File: src/hdl/lbfc_pkg.sv
// lbfc_pkg: shared constants for the load based frequency cap block
// field widths, register indexes and register reset values
// no dependencies
`default_nettype none

package lbfc_pkg;

   // field widths
   localparam int CORE_W   = 2;
   localparam int TIME_W   = 64;
   localparam int DELTA_W  = 32;
   localparam int LOAD_W   = 7;
   localparam int FREQ_W   = 22;
   localparam int CSR_IDX_W = 2;
   localparam int CSR_DATA_W = 22;
   localparam int RSP_DATA_W = 32;

   // register indexes
   typedef enum logic [CSR_IDX_W-1:0] {
      CSR_ENABLE    = 2'd0,
      CSR_THRESHOLD = 2'd1,
      CSR_CAP_FREQ  = 2'd2
   } csr_index_type;

   // register reset values
   localparam logic [LOAD_W-1:0] THRESHOLD_RESET = 7'd90;
   localparam logic [FREQ_W-1:0] CAP_FREQ_RESET  = 22'd1300000;

   // previous counter pair kept per core (only the low halves matter)
   typedef struct packed {
      logic [DELTA_W-1:0] elapsed;
      logic [DELTA_W-1:0] idle;
   } hist_word_type;

endpackage

`default_nettype wire

File: src/hdl/lbfc_hist.sv
// lbfc_hist: per-core store of the previous idle and elapsed counter low halves
// one write and one registered read per cycle, valid bit per entry
// depends on lbfc_pkg
`default_nettype none

module lbfc_hist #(
   parameter int NUM_CORES = 4,
   parameter int AW = (NUM_CORES > 1) ? $clog2(NUM_CORES) : 1
) (
   input  wire logic                  clock,
   input  wire logic                  reset,
   input  wire logic                  wr_en,
   input  wire logic [AW-1:0]         addr,
   input  wire lbfc_pkg::hist_word_type wr_data,
   output lbfc_pkg::hist_word_type    rd_data
);

   lbfc_pkg::hist_word_type mem_ff [NUM_CORES];
   lbfc_pkg::hist_word_type rd_word_ff;
   logic [NUM_CORES-1:0]    valid_ff;
   logic                    rd_valid_ff;

   // memory write and read-before-write registered read
   always_ff @(posedge clock) begin
      if (wr_en) begin
         mem_ff[addr] <= wr_data;
      end
      rd_word_ff <= mem_ff[addr];
   end

   // entries read as zero until first written
   always_ff @(posedge clock) begin
      if (reset) begin
         valid_ff    <= '0;
         rd_valid_ff <= 1'b0;
      end else begin
         rd_valid_ff <= valid_ff[addr];
         if (wr_en) begin
            valid_ff[addr] <= 1'b1;
         end
      end
   end

   assign rd_data = rd_valid_ff ? rd_word_ff : '0;

endmodule

`default_nettype wire

File: src/hdl/lbfc_div.sv
// lbfc_div: bit-serial restoring divider for 100*busy/elapsed
// one quotient bit per cycle, into a LOAD_W-bit quotient
// depends on lbfc_pkg
`default_nettype none

module lbfc_div (
   input  wire logic                             clock,
   input  wire logic                             reset,
   input  wire logic                             start,
   input  wire logic [lbfc_pkg::DELTA_W-1:0]     busy,
   input  wire logic [lbfc_pkg::DELTA_W-1:0]     divisor,
   output logic                                  done,
   output logic [lbfc_pkg::LOAD_W-1:0]           quotient
);

   localparam int REM_W = lbfc_pkg::DELTA_W + lbfc_pkg::LOAD_W;
   localparam int CNT_W = $clog2(lbfc_pkg::LOAD_W);
   localparam logic [CNT_W-1:0] LAST_STEP = CNT_W'(lbfc_pkg::LOAD_W - 1);

   logic [REM_W-1:0]            rem_ff, rem_in;
   logic [REM_W-1:0]            dvs_ff, dvs_in;
   logic [lbfc_pkg::LOAD_W-1:0] quo_ff, quo_in;
   logic [CNT_W-1:0]            cnt_ff, cnt_in;
   logic                        run_ff, run_in;
   logic                        done_ff, done_in;
   logic [REM_W-1:0]            scaled;
   logic                        fits;

   // dividend = busy * 100 = busy*64 + busy*32 + busy*4
   assign scaled = {1'b0, busy, 6'd0} + {2'd0, busy, 5'd0} + {5'd0, busy, 2'd0};
   assign fits   = (rem_ff >= dvs_ff);

   // one restoring step per cycle, divisor walks down one bit at a time
   always_comb begin
      rem_in  = rem_ff;
      dvs_in  = dvs_ff;
      quo_in  = quo_ff;
      cnt_in  = cnt_ff;
      run_in  = run_ff;
      done_in = 1'b0;
      if (start) begin
         rem_in = scaled;
         dvs_in = {1'b0, divisor, 6'd0};
         quo_in = '0;
         cnt_in = '0;
         run_in = 1'b1;
      end else if (run_ff) begin
         if (fits) begin
            rem_in = rem_ff - dvs_ff;
         end
         quo_in = {quo_ff[lbfc_pkg::LOAD_W-2:0], fits};
         dvs_in = {1'b0, dvs_ff[REM_W-1:1]};
         cnt_in = cnt_ff + 1'b1;
         if (cnt_ff == LAST_STEP) begin
            run_in  = 1'b0;
            done_in = 1'b1;
         end
      end
   end

   always_ff @(posedge clock) begin
      if (reset) begin
         run_ff  <= 1'b0;
         done_ff <= 1'b0;
         cnt_ff  <= '0;
      end else begin
         run_ff  <= run_in;
         done_ff <= done_in;
         cnt_ff  <= cnt_in;
      end
      rem_ff <= rem_in;
      dvs_ff <= dvs_in;
      quo_ff <= quo_in;
   end

   assign done     = done_ff;
   assign quotient = quo_ff;

endmodule

`default_nettype wire

File: src/hdl/load_based_frequency_cap_core.sv
// load_based_frequency_cap_core: top level of the load based frequency cap
// instantiates lbfc_hist and lbfc_div, uses lbfc_pkg
`default_nettype none

// Each request carries one core's cumulative idle and elapsed counters; the
// block takes 32-bit deltas against the stored previous pair, computes the
// load 100*busy/elapsed with a bit-serial divider (one quotient bit per
// cycle) and tracks the round peak. A request with tlast closes the round and
// yields one response with the peak, the cap decision, whether it changed
// and the ceiling. Requests are taken one at a time: an enabled request holds
// the input through the read of the history store, two delta stages, the
// seven-step divider and the peak update; a round-closing request adds the
// finish step plus any wait for the response register to drain. While
// disabled a request is taken and dropped. Core indexes at or above
// NUM_CORES contribute no load but tlast still closes the round.
module load_based_frequency_cap_core #(
   parameter int NUM_CORES = 4
) (
   input  wire logic          clock,
   input  wire logic          reset,
   // request channel
   input  wire logic          req_tvalid,
   output logic               req_tready,
   input  wire logic [127:0]  req_tdata,   // idle_time [63:0], elapsed_time [127:64]
   input  wire logic [1:0]    req_tuser,   // core_index [1:0]
   input  wire logic          req_tlast,   // last_core
   // response channel
   output logic               rsp_tvalid,
   input  wire logic          rsp_tready,
   output logic [31:0]        rsp_tdata,   // peak_load [6:0], cap_active [7],
                                           // cap_changed [8], ceiling_khz [30:9], zero [31]
   // configuration
   input  wire logic          csr_we,
   input  wire logic [1:0]    csr_index,
   input  wire logic [21:0]   csr_wdata
);

   localparam int AW = (NUM_CORES > 1) ? $clog2(NUM_CORES) : 1;
   localparam int DW = lbfc_pkg::DELTA_W;
   localparam int LW = lbfc_pkg::LOAD_W;
   localparam int FW = lbfc_pkg::FREQ_W;

   typedef enum logic [2:0] {
      ST_IDLE,
      ST_READ,
      ST_DELTA,
      ST_DIVGO,
      ST_DIV,
      ST_FINISH
   } state_type;

   state_type               state_ff, state_in;
   logic [DW-1:0]           cur_idle_ff, cur_idle_in;
   logic [DW-1:0]           cur_el_ff, cur_el_in;
   logic                    last_ff, last_in;
   logic [DW-1:0]           d_idle_ff, d_idle_in;
   logic [DW-1:0]           d_el_ff, d_el_in;
   logic [DW-1:0]           busy_ff, busy_in;
   logic                    dzero_ff, dzero_in;
   logic [LW-1:0]           round_max_ff, round_max_in;
   logic                    limit_ff, limit_in;
   logic                    rsp_valid_ff, rsp_valid_in;
   logic [LW-1:0]           rsp_peak_ff, rsp_peak_in;
   logic                    rsp_cap_ff, rsp_cap_in;
   logic                    rsp_chg_ff, rsp_chg_in;
   logic [FW-1:0]           rsp_ceil_ff, rsp_ceil_in;
   logic                    enable_ff;
   logic [LW-1:0]           threshold_ff;
   logic [FW-1:0]           cap_freq_ff;

   logic                    req_accept;
   logic                    core_valid;
   logic                    hist_wr;
   logic [AW-1:0]           hist_addr;
   lbfc_pkg::hist_word_type hist_wdata;
   lbfc_pkg::hist_word_type hist_rdata;
   logic                    div_start;
   logic                    div_done;
   logic [LW-1:0]           div_quo;
   logic [LW-1:0]           core_load;
   logic [DW:0]             busy_diff;
   logic                    new_limit;

   assign req_tready = (state_ff == ST_IDLE);
   assign req_accept = req_tvalid && req_tready;
   assign core_valid = (32'(req_tuser) < 32'(NUM_CORES));

   // history store write happens at accept, read of the old pair at the same edge
   assign hist_wr            = req_accept && enable_ff && core_valid;
   assign hist_addr          = AW'(req_tuser);
   assign hist_wdata.idle    = req_tdata[DW-1:0];
   assign hist_wdata.elapsed = req_tdata[lbfc_pkg::TIME_W+DW-1:lbfc_pkg::TIME_W];

   lbfc_hist #(
      .NUM_CORES (NUM_CORES),
      .AW        (AW)
   ) u_hist (
      .clock   (clock),
      .reset   (reset),
      .wr_en   (hist_wr),
      .addr    (hist_addr),
      .wr_data (hist_wdata),
      .rd_data (hist_rdata)
   );

   assign div_start = (state_ff == ST_DIVGO);

   lbfc_div u_div (
      .clock    (clock),
      .reset    (reset),
      .start    (div_start),
      .busy     (busy_ff),
      .divisor  (d_el_ff),
      .done     (div_done),
      .quotient (div_quo)
   );

   // busy clamps to zero when idle delta reaches elapsed delta
   assign busy_diff = {1'b0, d_el_ff} - {1'b0, d_idle_ff};
   assign core_load = dzero_ff ? '0 : div_quo;
   assign new_limit = (round_max_ff <= threshold_ff);

   // sequencer and datapath next values
   always_comb begin
      state_in     = state_ff;
      cur_idle_in  = cur_idle_ff;
      cur_el_in    = cur_el_ff;
      last_in      = last_ff;
      d_idle_in    = d_idle_ff;
      d_el_in      = d_el_ff;
      busy_in      = busy_ff;
      dzero_in     = dzero_ff;
      round_max_in = round_max_ff;
      limit_in     = limit_ff;
      rsp_valid_in = rsp_valid_ff && !rsp_tready;
      rsp_peak_in  = rsp_peak_ff;
      rsp_cap_in   = rsp_cap_ff;
      rsp_chg_in   = rsp_chg_ff;
      rsp_ceil_in  = rsp_ceil_ff;
      unique case (state_ff)
         ST_IDLE: begin
            if (req_accept && enable_ff) begin
               cur_idle_in = hist_wdata.idle;
               cur_el_in   = hist_wdata.elapsed;
               last_in     = req_tlast;
               if (core_valid) begin
                  state_in = ST_READ;
               end else if (req_tlast) begin
                  state_in = ST_FINISH;
               end
            end
         end
         ST_READ: begin
            d_idle_in = cur_idle_ff - hist_rdata.idle;
            d_el_in   = cur_el_ff - hist_rdata.elapsed;
            state_in  = ST_DELTA;
         end
         ST_DELTA: begin
            busy_in  = busy_diff[DW] ? '0 : busy_diff[DW-1:0];
            dzero_in = (d_el_ff == '0);
            state_in = ST_DIVGO;
         end
         ST_DIVGO: begin
            state_in = ST_DIV;
         end
         ST_DIV: begin
            if (div_done) begin
               if (core_load > round_max_ff) begin
                  round_max_in = core_load;
               end
               state_in = last_ff ? ST_FINISH : ST_IDLE;
            end
         end
         ST_FINISH: begin
            if (!rsp_valid_ff || rsp_tready) begin
               rsp_valid_in = 1'b1;
               rsp_peak_in  = round_max_ff;
               rsp_cap_in   = new_limit;
               rsp_chg_in   = (new_limit != limit_ff);
               rsp_ceil_in  = new_limit ? cap_freq_ff : '0;
               limit_in     = new_limit;
               round_max_in = '0;
               state_in     = ST_IDLE;
            end
         end
         default: begin
            state_in = ST_IDLE;
         end
      endcase
   end

   always_ff @(posedge clock) begin
      if (reset) begin
         state_ff     <= ST_IDLE;
         round_max_ff <= '0;
         limit_ff     <= 1'b0;
         rsp_valid_ff <= 1'b0;
      end else begin
         state_ff     <= state_in;
         round_max_ff <= round_max_in;
         limit_ff     <= limit_in;
         rsp_valid_ff <= rsp_valid_in;
      end
      cur_idle_ff <= cur_idle_in;
      cur_el_ff   <= cur_el_in;
      last_ff     <= last_in;
      d_idle_ff   <= d_idle_in;
      d_el_ff     <= d_el_in;
      busy_ff     <= busy_in;
      dzero_ff    <= dzero_in;
      rsp_peak_ff <= rsp_peak_in;
      rsp_cap_ff  <= rsp_cap_in;
      rsp_chg_ff  <= rsp_chg_in;
      rsp_ceil_ff <= rsp_ceil_in;
   end

   // configuration registers
   always_ff @(posedge clock) begin
      if (reset) begin
         enable_ff    <= 1'b1;
         threshold_ff <= lbfc_pkg::THRESHOLD_RESET;
         cap_freq_ff  <= lbfc_pkg::CAP_FREQ_RESET;
      end else if (csr_we) begin
         unique case (lbfc_pkg::csr_index_type'(csr_index))
            lbfc_pkg::CSR_ENABLE:    enable_ff    <= csr_wdata[0];
            lbfc_pkg::CSR_THRESHOLD: threshold_ff <= csr_wdata[LW-1:0];
            lbfc_pkg::CSR_CAP_FREQ:  cap_freq_ff  <= csr_wdata[FW-1:0];
            default: begin
            end
         endcase
      end
   end

   // response outputs
   assign rsp_tvalid = rsp_valid_ff;
   assign rsp_tdata  = {1'b0, rsp_ceil_ff, rsp_chg_ff, rsp_cap_ff, rsp_peak_ff};

endmodule

`default_nettype wire

File: config.mk
export PLATFORM = sky130hd
export DESIGN_NAME = load_based_frequency_cap_core
export DESIGN_NICKNAME = d
export VERILOG_FILES = /design/src/hdl/lbfc_pkg.sv /design/src/hdl/lbfc_hist.sv /design/src/hdl/lbfc_div.sv /design/src/hdl/load_based_frequency_cap_core.sv
export SDC_FILE = /design/constraint.sdc
export NUM_CORES = 1
export LEC_CHECK = 0
export BUFFER_PORTS_ARGS = -buffer_cell sky130_fd_sc_hd__buf_2
export CAP_MARGIN = 15
export CORE_MARGIN = 5
export CORE_UTILIZATION = 25
export DETAILED_ROUTE_END_ITERATION = 6
export GPL_TIMING_DRIVEN = 0
export SYNTH_ARGS = -nofsm -noshare
export SYNTH_HDL_FRONTEND = slang
export SYNTH_SLANG_ARGS = --single-unit
File: constraint.sdc
create_clock -name clock -period 6.3 [get_ports clock]
set_input_delay 0.315 -clock clock [delete_from_list [all_inputs] [get_ports clock]]
set_output_delay 0.315 -clock clock [all_outputs]
set_load 0.01 [all_outputs]
### Word-level counts from Yosys, hierarchy flattened

Memories as Yosys holds them, arrays and structs flattened. A register that Yosys moved wholly into a read port is not among the register bits.
Index checks and enable logic that the tools add are counted.

| storage, ports and cells | value |
|---|---|
| register bits after elaboration | 329 |
| memory bits (writable) | 256 |
| output and inout port bits | 34 |
| memories kept | 1 |

| cells by class | value |
|---|---|
| add/sub/neg operators | 7 |
| order comparisons | 5 |
| equal/unequal tests | 13 |
| multiplexer cells | 28 |
| bitwise operators | 2 |
| reduce and logical (&&, ||, !) cells | 23 |

Memories:

| memory | words | width | read ports | clocked after Yosys merged registers in | wr ports | RTL line | source |
|---|---|---|---|---|---|---|---|
| u_hist.mem_ff | 4 | 64 | 1 | 1 | 1 | lbfc_hist.sv:18 | `lbfc_pkg::hist_word_type mem_ff [NUM_CORES];` |

Operators with widths:

| kind | number |
|---|---|
| 39-bit 2-to-1 mux | 3 |
| 38-bit 2-to-1 mux | 2 |
| 64-bit 2-to-1 mux | 1 |
| 32-bit subtractor | 2 |
| 38-bit by 37-bit adder with 39-bit output | 1 |
| 39-bit by 34-bit adder with 39-bit output | 1 |
| 39-bit by 38-bit >= comparator with 1-bit output | 1 |
| 39-bit by 38-bit subtractor with 39-bit output | 1 |
| 32-bit by 32-bit subtractor with 33-bit output | 1 |
| 32-bit zero test | 1 |
| 7-bit 2-to-1 mux | 4 |
| 3-bit case mux with 6 select lines | 1 |
| 7-bit case mux with 2 select lines | 1 |
| 3-bit 2-to-1 mux | 4 |
| 2-bit AND reduction | 6 |
| 1-bit 2-to-1 mux | 10 |
| 3-bit equality test (second input constant) | 3 |
| 7-bit greater-than comparator | 1 |
| 7-bit less-or-equal comparator | 1 |
| 3-bit by 2-bit equality test with 1-bit output (second input constant) | 2 |
| 2-bit nonzero test | 3 |
| 1-bit logical AND | 4 |
| 2-bit by 1-bit inequality test with 1-bit output (second input constant) | 2 |
| 2-bit inequality test (second input constant) | 2 |
| 19 further kinds | 20 |

### Longest topological paths before layout

Gate-level depths: netlist (run 1).

| depth | value |
|---|---|
| word-level depth | 5 |
| depth in mapped cells | 14 |
| gate-level depth less buffers | 14 |

### By module

Synthesis (run 1) repeated with hierarchy kept, for this count alone.

| unflattened totals | value |
|---|---|
| cells, all modules | 2662 |
| area, all modules | 32740.2 um2 |

Modules (own cells, without submodules):

| module | times used | cells each | area an instance (um2) | seq. area each (um2) |
|---|---|---|---|---|
| load_based_frequency_cap_core | 1 | 1284 | 13459.2 | 6636.4 |
| lbfc_hist | 1 | 488 | 11150.7 | 9068.7 |
| lbfc_div | 1 | 890 | 8130.3 | 2492.4 |

### Worst setup path before layout (run 1)

No wires, ideal clock.

| path | value |
|---|---|
| path kind | register to register |
| from | register state_ff[2] |
| to | memory u_hist.mem_ff[1][0] (netlist bit) (enable) |
| library setup time | 582 ps |
| arrival | 5827 ps |
| required time | 5718 ps |
| path slack | -109 ps |
| cell stages (with the launch flop) | 5 |
| path buffers | 1 |
| period minus slack after synthesis | 6409 ps |
| path through | dfxtp_1 > clkbuf_1 > nor3_1 > nand3_1 > nor3b_1 |

| on the way | value |
|---|---|
| word-level cells in the longest chain between the ends | 5 |

RTL lines:

| item | RTL line | source |
|---|---|---|
| from (decl) | load_based_frequency_cap_core.sv:52 | `state_type state_ff, state_in;` |
| from (signal assigned) | load_based_frequency_cap_core.sv:199 | `state_ff <= state_in;` |
| 3-bit zero test | load_based_frequency_cap_core.sv:84 | `assign req_tready = (state_ff == ST_IDLE);` |
| named net req_tready | load_based_frequency_cap_core.sv:23 | `output logic req_tready,` |
| 1-bit logical AND | load_based_frequency_cap_core.sv:85 | `assign req_accept = req_tvalid && req_tready;` |
| 1-bit logical AND | load_based_frequency_cap_core.sv:89 | `assign hist_wr = req_accept && enable_ff && core_valid;` |
| 1-bit 2-to-1 mux | lbfc_hist.sv:25 | `if (wr_en) begin` |
| 1-bit 2-to-1 mux (implied by the code) | lbfc_hist.sv:26 | `mem_ff[addr] <= wr_data;` |
| to (decl) | lbfc_hist.sv:18 |  |

The timed path passes the listed nets, and every way through them passes these cells.

### Worst setup path after layout (run 1)

| path | value |
|---|---|
| from | register u_hist.rd_valid_ff |
| to | register d_el_ff[31] (data pin) |

| on the way | value |
|---|---|
| word-level cells in the longest chain between the ends | 2 |

RTL lines:

| item | RTL line | source |
|---|---|---|
| from (decl) | lbfc_hist.sv:21 | `logic rd_valid_ff;` |
| from (signal assigned) | lbfc_hist.sv:37 | `rd_valid_ff <= valid_ff[addr];` |
| 64-bit 2-to-1 mux | lbfc_hist.sv:44 | `assign rd_data = rd_valid_ff ? rd_word_ff : '0;` |
| 32-bit subtractor | load_based_frequency_cap_core.sv:155 | `d_el_in = cur_el_ff - hist_rdata.elapsed;` |
| to (signal assigned) | load_based_frequency_cap_core.sv:208 | `d_el_ff <= d_el_in;` |
| to (decl) | load_based_frequency_cap_core.sv:57 | `logic [DW-1:0] d_el_ff, d_el_in;` |

Every way passes these cells.
A chain may end at the register's enable or synchronous reset.

==> results_dict.tcl, run 1 <==
set metrics [dict create \
    r2r-start "u_hist.rd_valid_ff" \
    dieArea_um2 136000 \
    grt_use_total_pct 11.4 \
    setup_ws_ns 2.03 \
    startpoint "u_hist.rd_valid_ff" \
    drv_slew 0 \
    syn-num-nets 3028 \
    hp-class "primary input to flip-flop" \
    synth_edf_count 520 \
    die_y_um 369 \
    synth_simple_gate_area_share_pct 11.4 \
    irDropWorstVdd_mv 0.234 \
    yosys.area.top_type_share_pct 48.4 \
    cellLeakagePower_uw 0.0142 \
    hold_violations 0 \
    ys_seq_elements 649 \
    synthCells 2651 \
    path_class "flip-flop to flip-flop" \
    drt_iter0_markers 1196 \
    numCtsBuffers 70 \
    min_from "reset" \
    ant_nets 0 \
    std_cell_rows 131 \
    crit_chain "clkbuf_1 -> clkbuf_1 -> nand2_1 -> ha_1 -> nor2b_1 -> o31a_1 -> o21ai_1 -> o41ai_2 -> a31oi_1 -> a211oi_2 -> a31o_2 -> nand4_1 -> o211ai_1" \
    drive_gt1_share_pct 13.5 \
    crit_fanout 10 \
    dp_slack_ns 2.04 \
    cpPeakStageDelay_ns 0.58 \
    multi_input_area_um2 13200 \
    cts_tree "done" \
    synth-xor-area-share_pct 3.64 \
    slowest_stage "clkbuf_1" \
    core_area_um2 128000 \
    h-tree-depth 3 \
    clkLatencyLatePin_ns 0.62 \
    final.setup_skew_ns 0.0248 \
    netlist.top_cell.by_area "edfxtp_1" \
    final-setup-viol-count 0 \
    yosysSeqAreaShare_pct 56.4 \
    synth.area.mux_share_pct 5.34 \
    initial_core_util_pct 25.2 \
    area_growth_pct 20.2 \
    synth_cell_type_count 101 \
    yosysWarnings 0 \
    io_pins 194 \
    grt-ovfl-total 0 \
    nNetsFinal 3339 \
    synth_area_leaders "edfxtp_1, dfxtp_1, ha_1" \
    post_drt_wl_per_cell_um 16.9 \
    synth_top_family_by_area "simple AND/OR/NAND/NOR gates" \
    dp_hpwl_mm 58.4 \
    n_fill_cell 12900 \
    fp.dieW_um 369 \
    grt_pass1_wl_mm 124 \
    worst_pin_slew_ns 0.999 \
    cp-end-kind "flip-flop" \
    holdWs_ns 0.0609 \
    powerDensity_nw_per_um2 357 \
    cts_resized 0 \
    period_minus_slack_ns 4.27 \
    synth_adder_area_share_pct 9.18 \
    fin_crit_sh_pct 67.8 \
    regArea_um2 18200 \
    drv_cap 0 \
    outcome "completed" \
    dr.pass1.iters 5 \
    clk_pin_slew_ns 0.06 \
    crit_top_cell "clkbuf_1" \
    port-buffer-count 125 \
    cts_sinks 649 \
    async_flop_share_pct 0 \
    drc 0 \
    slew_headroom_pct 33.4 \
    vias 21500 \
    synth_compound_area_share_pct 11.1 \
    syn_avg_cell_area_um2 12.2 \
    first_global_vias 21900 \
    wl_mm 79.4 \
    gp_congestion 0.888 \
    synth_area_um2 32300 \
    clock_path_buffers 3 \
    crit_required_ns 6.74 \
    cp.arrival_ns 4.72 \
    rsz0062_at_grt "no" \
    grt_max_degree 57 \
    yosys_most_used_dff "edfxtp_1" \
    root_buffer "clkbuf_16" \
    clock.fmax_mhz 234 \
    vias_per_cell 4.58 \
    antenna_found_initial 4 \
    start_kind "flip-flop" \
]
synth_stat cells, drive strengths merged, types with 68 or more instances:
| cell type | n |
|---|---|
| nor2 | 155 |
| a21o | 68 |
| xnor2 | 91 |
| nand2 | 301 |
| inv | 143 |
| a21oi | 173 |
| o21ai | 111 |
| dfxtp | 129 |
| ha | 184 |
| nand3 | 68 |
| edfxtp | 520 |
| clkbuf | 74 |
registers in the layout, indices dropped and copies added (netlist names), 38 cells and up:
| name | count |
|---|---|
| u_hist.mem_ff | 256 |
| u_hist.rd_word_ff | 64 |
| u_div.rem_ff | 39 |
| u_div.dvs_ff | 38 |
cells by family after synthesis:
group	Yosys count
buffers and inverters	240
AO/OA/AOI/OAI	541
XOR/XNOR	134
flip-flops	649
adder cells (fa/ha/maj)	217
multiplexers	90
AND/OR/NAND/NOR	779
other	1
layout make-up:
| class | instances | area share (%) |
|---|---|---|
| Antenna cell | 5 | 0.0323 |
| Buffer | 97 | 1.02 |
| Clock buffer | 86 | 4.86 |
| Clock inverter | 44 | 1.45 |
| Inverter | 143 | 1.39 |
| Multi-Input combinational cell | 1762 | 34.0 |
| Sequential cell | 649 | 46.9 |
| Tap cell | 1662 | 5.36 |
| Timing Repair Buffer | 239 | 4.95 |
where the power goes:
group          switching [uW]  internal [uW]  total [uW]
registers                 266           5200        5470
clock network            1750           2570        4320
logic                    2380           1680        4060
path summary, 6_finish.rpt:
kind | to | slack [ns] | depth (start not counted)
max | d_el_ff[31] | 2.03 | 13
min | u_hist.rd_valid_ff | 0.06 | 2
max reg2reg | d_el_ff[31] | 2.03 | 13
min reg2reg | cap_freq_ff[19] | 0.45 | 2
critical path, delay by kind of cell, from the launching register on:
kind / cells / cell delay [ns]
AO/OA/AOI/OAI: 7 / 1.90
AND/OR/NAND/NOR: 3 / 0.47
adder cells (fa/ha/maj): 1 / 0.32
flip-flops: 1 / 0.30
buffers and inverters: 2 / 1.09
per-stage QoR:
step                      total power, uW  instances  TNS, ns  area, um^2  util [%]
after CTS                           14000       4682        0       38800      30.3
after global placement               9490       4438  -796.00       35000      27.4
after global routing                14700       4685        0       38800      30.3
after floorplan                      8460       2651        0       32300         -
after detailed placement             9560       4465        0       35400      27.7
final                               13900       4687        0       38800      30.3
metal layers:
| metal | track usage, % | vias up | share of wire [%] |
|---|---|---|---|
| met3 | 1.86 | 138 | 4.4 |
| li1 | - | 10400 | - |
| met2 | 19.9 | 415 | 49 |
| met1 | 13.9 | 10500 | 42 |
| met5 | 0 | - | 0 |
| met4 | 5.10 | 0 | 4.4 |
cell usage in the layout, fill, tap and decap left out, drive strengths merged, types with 41 or more instances in the layout:
cell type    netlist  final
a21o              68     68
a21oi            173    173
buf               23    175
clkbuf            74    160
dfxtp            129    129
dlygate4sd3        0     87
edfxtp           520    520
ha               184    184
inv              143    146
mux4              65     65
nand2            301    301
nand3             68     68
nor2             155    155
nor3              41     41
o21ai            111    111
xnor2             91     91
xor2              43     43
what timing repair did:
item	CTS	global route
buffers inserted	0	0
hold endpoints to repair	351	0
hold buffers	87	0
Power figures use the tool's default switching activity.
==> run 2, diff against run 1 <==
ABC_AREA = 1   (was not set)
clock period = 3.55 ns   (was 6.3 ns; I/O delays follow)
==> results_dict.tcl, run 2 <==
set metrics [dict create \
    top_regs "u_hist.mem_ff x256, u_hist.rd_word_ff x64, u_div.rem_ff x39" \
    std_cell_rows 135 \
    outcome "completed" \
    regMostFlops "u_hist.mem_ff" \
    drv_cap 0 \
    ys_seq_elements 649 \
    period_minus_slack_ns 3.26 \
    ant_nets 0 \
    r2r_slack_ns 0.29 \
    postCtsSetupBuffers 0 \
    die_y_um 379 \
    cts_tree "done" \
    worstRegToRegCells 10 \
    synth_edf_count 520 \
    final_core_utilization_pct 30.0 \
    layout_common_cells "nand2_1, edfxtp_1, inv_1" \
    cp.arrival_ns 3.64 \
    worst_pin_slew_ns 0.947 \
    drt_iter0_markers 1718 \
    wl_mm 98.2 \
    initial_core_util_pct 25.1 \
    layout_commonest_cell "nand2_1" \
    start_kind "flip-flop" \
    n_fill_cell 14300 \
    min_to "u_hist.valid_ff[0]" \
    placed_cells 5596 \
    crit_required_ns 3.93 \
    largest_register_ffs 256 \
    regArea_um2 18200 \
    design_area_um2 40600 \
    yosysSeqAreaShare_pct 53.4 \
    post_drt_wl_per_cell_um 16.9 \
    yosys.area.top_type_share_pct 45.9 \
    cellLeakagePower_uw 0.0164 \
    drive_gt1_share_pct 7.95 \
    synth_cell_type_count 48 \
    path_class "flip-flop to flip-flop" \
    core_area_um2 135000 \
    root_buffer "clkbuf_16" \
    powerDensity_nw_per_um2 767 \
    clock_path_buffers 3 \
    dpl-instance-area_um2 37200 \
    reg2reg_to "d_idle_ff[29]" \
    h-tree-depth 3 \
    yosys_most_used_dff "edfxtp_1" \
    final.setup_skew_ns 0.0365 \
    async_flop_share_pct 0 \
    cts_sinks 649 \
    numCtsBuffers 69 \
    antenna_found_initial 1 \
    dieArea_um2 144000 \
    rsz0062_at_grt "no" \
    yosysWarnings 0 \
    clk_pin_slew_ns 0.06 \
    drv_slew 0 \
    slew_headroom_pct 36.9 \
    met1_length_mm 43.6 \
    wl_met3_mm 4.20 \
    fin_crit_sh_pct 91.8 \
    holdWs_ns 0.0799 \
    clock.fmax_mhz 307 \
    r2r-start "u_hist.rd_valid_ff" \
    vias_per_cell 4.50 \
    synth_area_um2 34100 \
    hold_violations 0 \
    grt_max_degree 61 \
    fp.dieW_um 379 \
    dp_hpwl_mm 76.2 \
    vias 26200 \
    cp-end-kind "flip-flop" \
    grt_use_total_pct 13.5 \
    syn_avg_cell_area_um2 9.26 \
    nNetsFinal 4357 \
    final-setup-viol-count 0 \
    first_global_vias 25700 \
    netlist.top_cell.by_area "edfxtp_1" \
    synthCells 3676 \
    final_cells 5819 \
    port-buffer-count 127 \
    whs_path_depth 2 \
    grt_pass1_wl_mm 151 \
    crit_fanout 10 \
    highest_layer "met4" \
    irDropWorstVdd_mv 0.394 \
    gp_congestion 0.932 \
    dr.pass1.iters 7 \
    area_growth_pct 19.2 \
    synthTopCellsByCount "nand2_1, edfxtp_1, inv_1" \
    drc 0 \
    grt-ovfl-total 0 \
    synth.most_common_cell "nand2_1" \
    syn-num-nets 4053 \
    hp-class "primary input to flip-flop" \
    io_pins 194 \
    min_from "reset" \
    met2_length_mm 48.1 \
    multi_input_area_um2 13800 \
    synth_area_leaders "edfxtp_1, nand2_1, dfxtp_1" \
    clkLatencyLatePin_ns 0.65 \
]
[run 2: final cells by class]
cell class                      instances  area share, %
Multi-Input combinational cell       2483           34.0
Antenna cell                            1        0.00617
Tap cell                             1781           5.49
Timing Repair Buffer                  232           4.51
Timing Repair inverter                  2         0.0247
Clock buffer                           86           4.64
Inverter                              468           4.36
Buffer                                 75          0.796
Sequential cell                       649           44.8
Clock inverter                         42           1.30
[run 2: worst max path at each step]
stage	startpoint	to	slack, ns	cells past startpoint
after floorplan	state_ff[2]	u_hist.mem_ff[2][0]	-0.41	5
after global placement	state_ff[2]	u_hist.mem_ff[3][48]	-3.77	5
after detailed placement	u_hist.rd_valid_ff	d_idle_ff[29]	-0.19	11
after CTS	u_hist.rd_valid_ff	d_idle_ff[29]	0.23	10
after global routing	u_hist.rd_valid_ff	d_idle_ff[28]	0.01	12
final	u_hist.rd_valid_ff	d_idle_ff[29]	0.29	10
[run 2: power breakdown]
part           internal [uW]  switching (uW)  total [uW]
combinational           4210            8740       12900
sequential              9840             739       10600
clock                   4480            3120        7600
total                  18500           12600       31100
[run 2: logic make-up (layout without fill, tap and decap cells)]
family	after synthesis	after routing	share of synthesized area [%]
buf+inv	544	905	6.12
other cells	1	2	0.0110
flops	649	649	53.4
simple gates	1545	1545	18.6
compound gates	645	645	11.2
fa+ha+maj	217	217	8.70
xor+xnor	75	75	1.93
[run 2: through the flow]
step / setup WS, ns / power (uW) / TNS, ns
after floorplan: -0.407 / 19500 / -52.45
after global placement: -3.77 / 23300 / -822.31
after detailed placement: -0.192 / 23500 / -5.13
after CTS: 0.225 / 31300 / 0
after global routing: 0.0106 / 33400 / 0
final: 0.293 / 31100 / 0
[run 2: per-layer routing]
layer | vias up | GRT usage, %
met4 | 0 | 3.79
met2 | 542 | 23.7
li1 | 13100 | -
met5 | - | 0
met3 | 113 | 1.79
met1 | 12400 | 17.5
[run 2: repair_timing]
item	4_1_cts	5_1_grt
hold endpoints to repair	352	0
endpoints found under the setup margin	76	0
hold buffers	93	0
gates resized for setup	2	0
[run 2: critical path: stages (launching register included)]
cell	delay, ns
dfxtp_1	0.72
clkbuf_2	0.43
nand2_1	0.10
ha_1	0.36
nand2_1	0.06
o21ai_1	0.31
a21oi_1	0.21
o21ai_1	0.38
nand4_1	0.20
nand3_1	0.11
nand2_1	0.10
==> run 3, diff against run 2 <==
ABC_CLOCK_PERIOD_IN_PS = 3550   (was not set)
GPL_TIMING_DRIVEN = 1   (was 0)
==> results_dict.tcl, run 3 (synthesis results as in run 2) <==
set metrics [dict create \
    drc 0 \
    fp.dieW_um 379 \
    irDropWorstVdd_mv 0.447 \
    io_pins 194 \
    std_cell_rows 135 \
    crit_fanout 4 \
    drv_cap 0 \
    crit_chain "inv_1 -> fa_1 -> inv_1 -> ha_1 -> fa_1 -> nand3_1 -> nand2_1 -> nand3_1 -> nand2_1 -> nand2_1 -> nand2_1 -> nand2_1 -> nand3_1 -> nand3_1 -> nand2_1" \
    area_growth_pct 18.4 \
    final.setup_skew_ns 0.0338 \
    hold_violations 0 \
    dp_hpwl_mm 69.3 \
    antenna_found_initial 3 \
    slew_headroom_pct 34.7 \
    cpPeakStageDelay_ns 0.54 \
    crit_required_ns 3.94 \
    grt-ovfl-total 0 \
    design_area_um2 40300 \
    cp-end-kind "flip-flop" \
    gp_congestion 0.912 \
    vias_per_cell 4.50 \
    fin_crit_sh_pct 85.2 \
    layout_common_cells "nand2_1, edfxtp_1, inv_1" \
    outcome "completed" \
    powerDensity_nw_per_um2 754 \
    start_kind "flip-flop" \
    worst_pin_slew_ns 0.980 \
    top_regs "u_hist.mem_ff x256, u_hist.rd_word_ff x64, u_div.rem_ff x39" \
    rsz0062_at_grt "no" \
    drt_iter0_markers 1848 \
    wl_mm 92.4 \
    final-setup-viol-count 0 \
    path_class "flip-flop to flip-flop" \
    drive_gt1_share_pct 8.51 \
    root_buffer "clkbuf_16" \
    nNetsFinal 4315 \
    first_global_vias 25500 \
    grt_max_degree 95 \
    post_drt_wl_per_cell_um 16.0 \
    largest_register_ffs 256 \
    port-buffer-count 128 \
    drv_slew 0 \
    ant_nets 0 \
    vias 26000 \
    die_y_um 379 \
    slowest_stage "fa_1" \
    dpl-instance-area_um2 37100 \
    crit_top_cell "nand2_1" \
    dieArea_um2 144000 \
    r2r_slack_ns 0.53 \
    clock_path_buffers 3 \
    grt_use_total_pct 12.7 \
    cellLeakagePower_uw 0.0163 \
    period_minus_slack_ns 3.02 \
    n_fill_cell 14200 \
    final_core_utilization_pct 29.8 \
    cp.arrival_ns 3.41 \
    clock.fmax_mhz 331 \
    dr.pass1.iters 7 \
    hp-class "primary input to flip-flop" \
    initial_core_util_pct 25.1 \
    clk_pin_slew_ns 0.06 \
    clkLatencyLatePin_ns 0.65 \
    h-tree-depth 3 \
    numCtsBuffers 70 \
    regMostFlops "u_hist.mem_ff" \
    cts_sinks 649 \
    cts_tree "done" \
    holdWs_ns 0.160 \
    core_area_um2 135000 \
    grt_pass1_wl_mm 144 \
    layout_commonest_cell "nand2_1" \
]
run 3: cell types whose count changed in the layout (fill, tap and decap cells not counted), moves of 5 or more:
cell	previous run	this run
buf_1	10	0
buf_2	135	128
buf_4	3	32
bufinv_16	9	1
clkbuf_1	62	12
clkbuf_8	3	8
run 3: routing by layer:
metal / wire [um] / GRT usage [%]
met1: 41100 / 16.4
met2: 44600 / 22.0
met3: 4280 / 1.86
met4: 2420 / 3.94
met5: 0 / 0
run 3: worst paths after layout:
kind / cells past startpoint / start / to
max: 15 / busy_ff[0] / u_div.rem_ff[32]
min: 3 / req_tuser[1] / u_hist.mem_ff[2][7]
max reg2reg: 15 / busy_ff[0] / u_div.rem_ff[32]
min reg2reg: 2 / cap_freq_ff[18] / cap_freq_ff[18]
run 3: report_power, final:
group / internal (uW) / switching, uW / total, uW
sequential: 9850 / 773 / 10600
clock: 4040 / 3100 / 7140
combinational: 4100 / 8510 / 12600
total: 18000 / 12400 / 30400
run 3: cell type report:
class                           count  area (um^2)  share of cell area (%)
Timing Repair Buffer              266         2040                    5.07
Clock inverter                     36          264                   0.655
Tap cell                         1781         2230                    5.53
Antenna cell                        2         5.00                  0.0124
Multi-Input combinational cell   2483        13800                    34.3
Inverter                          468         1770                    4.38
Clock buffer                       93         1980                    4.92
Sequential cell                   649        18200                    45.2
run 3: per-stage QoR:
stage / cells / total power (uW) / setup TNS, ns / setup WS (ns)
3_5_place_dp: 5551 / 23200 / 0 / 0.515
5_1_grt: 5778 / 32600 / 0 / 0.318
4_1_cts: 5776 / 30500 / 0 / 0.509
3_3_place_gp: 5551 / 23100 / 0 / 0.556
2_1_floorplan: 3676 / 19500 / -52.45 / -0.407
6_report: 5778 / 30400 / 0 / 0.526
run 3: what timing repair did:
action                    4_1_cts  5_1_grt
gates resized for setup         0        0
hold endpoints to repair      359        0
hold buffers                   96        0
buffers inserted                0        0
run 3: critical path, delay by kind of cell (launching register included):
| family | cells | cell delay (ns) |
|---|---|---|
| AND/OR/NAND/NOR | 10 | 1.02 |
| buffers and inverters | 2 | 0.12 |
| flip-flops | 1 | 0.39 |
| adder cells (fa/ha/maj) | 3 | 1.22 |
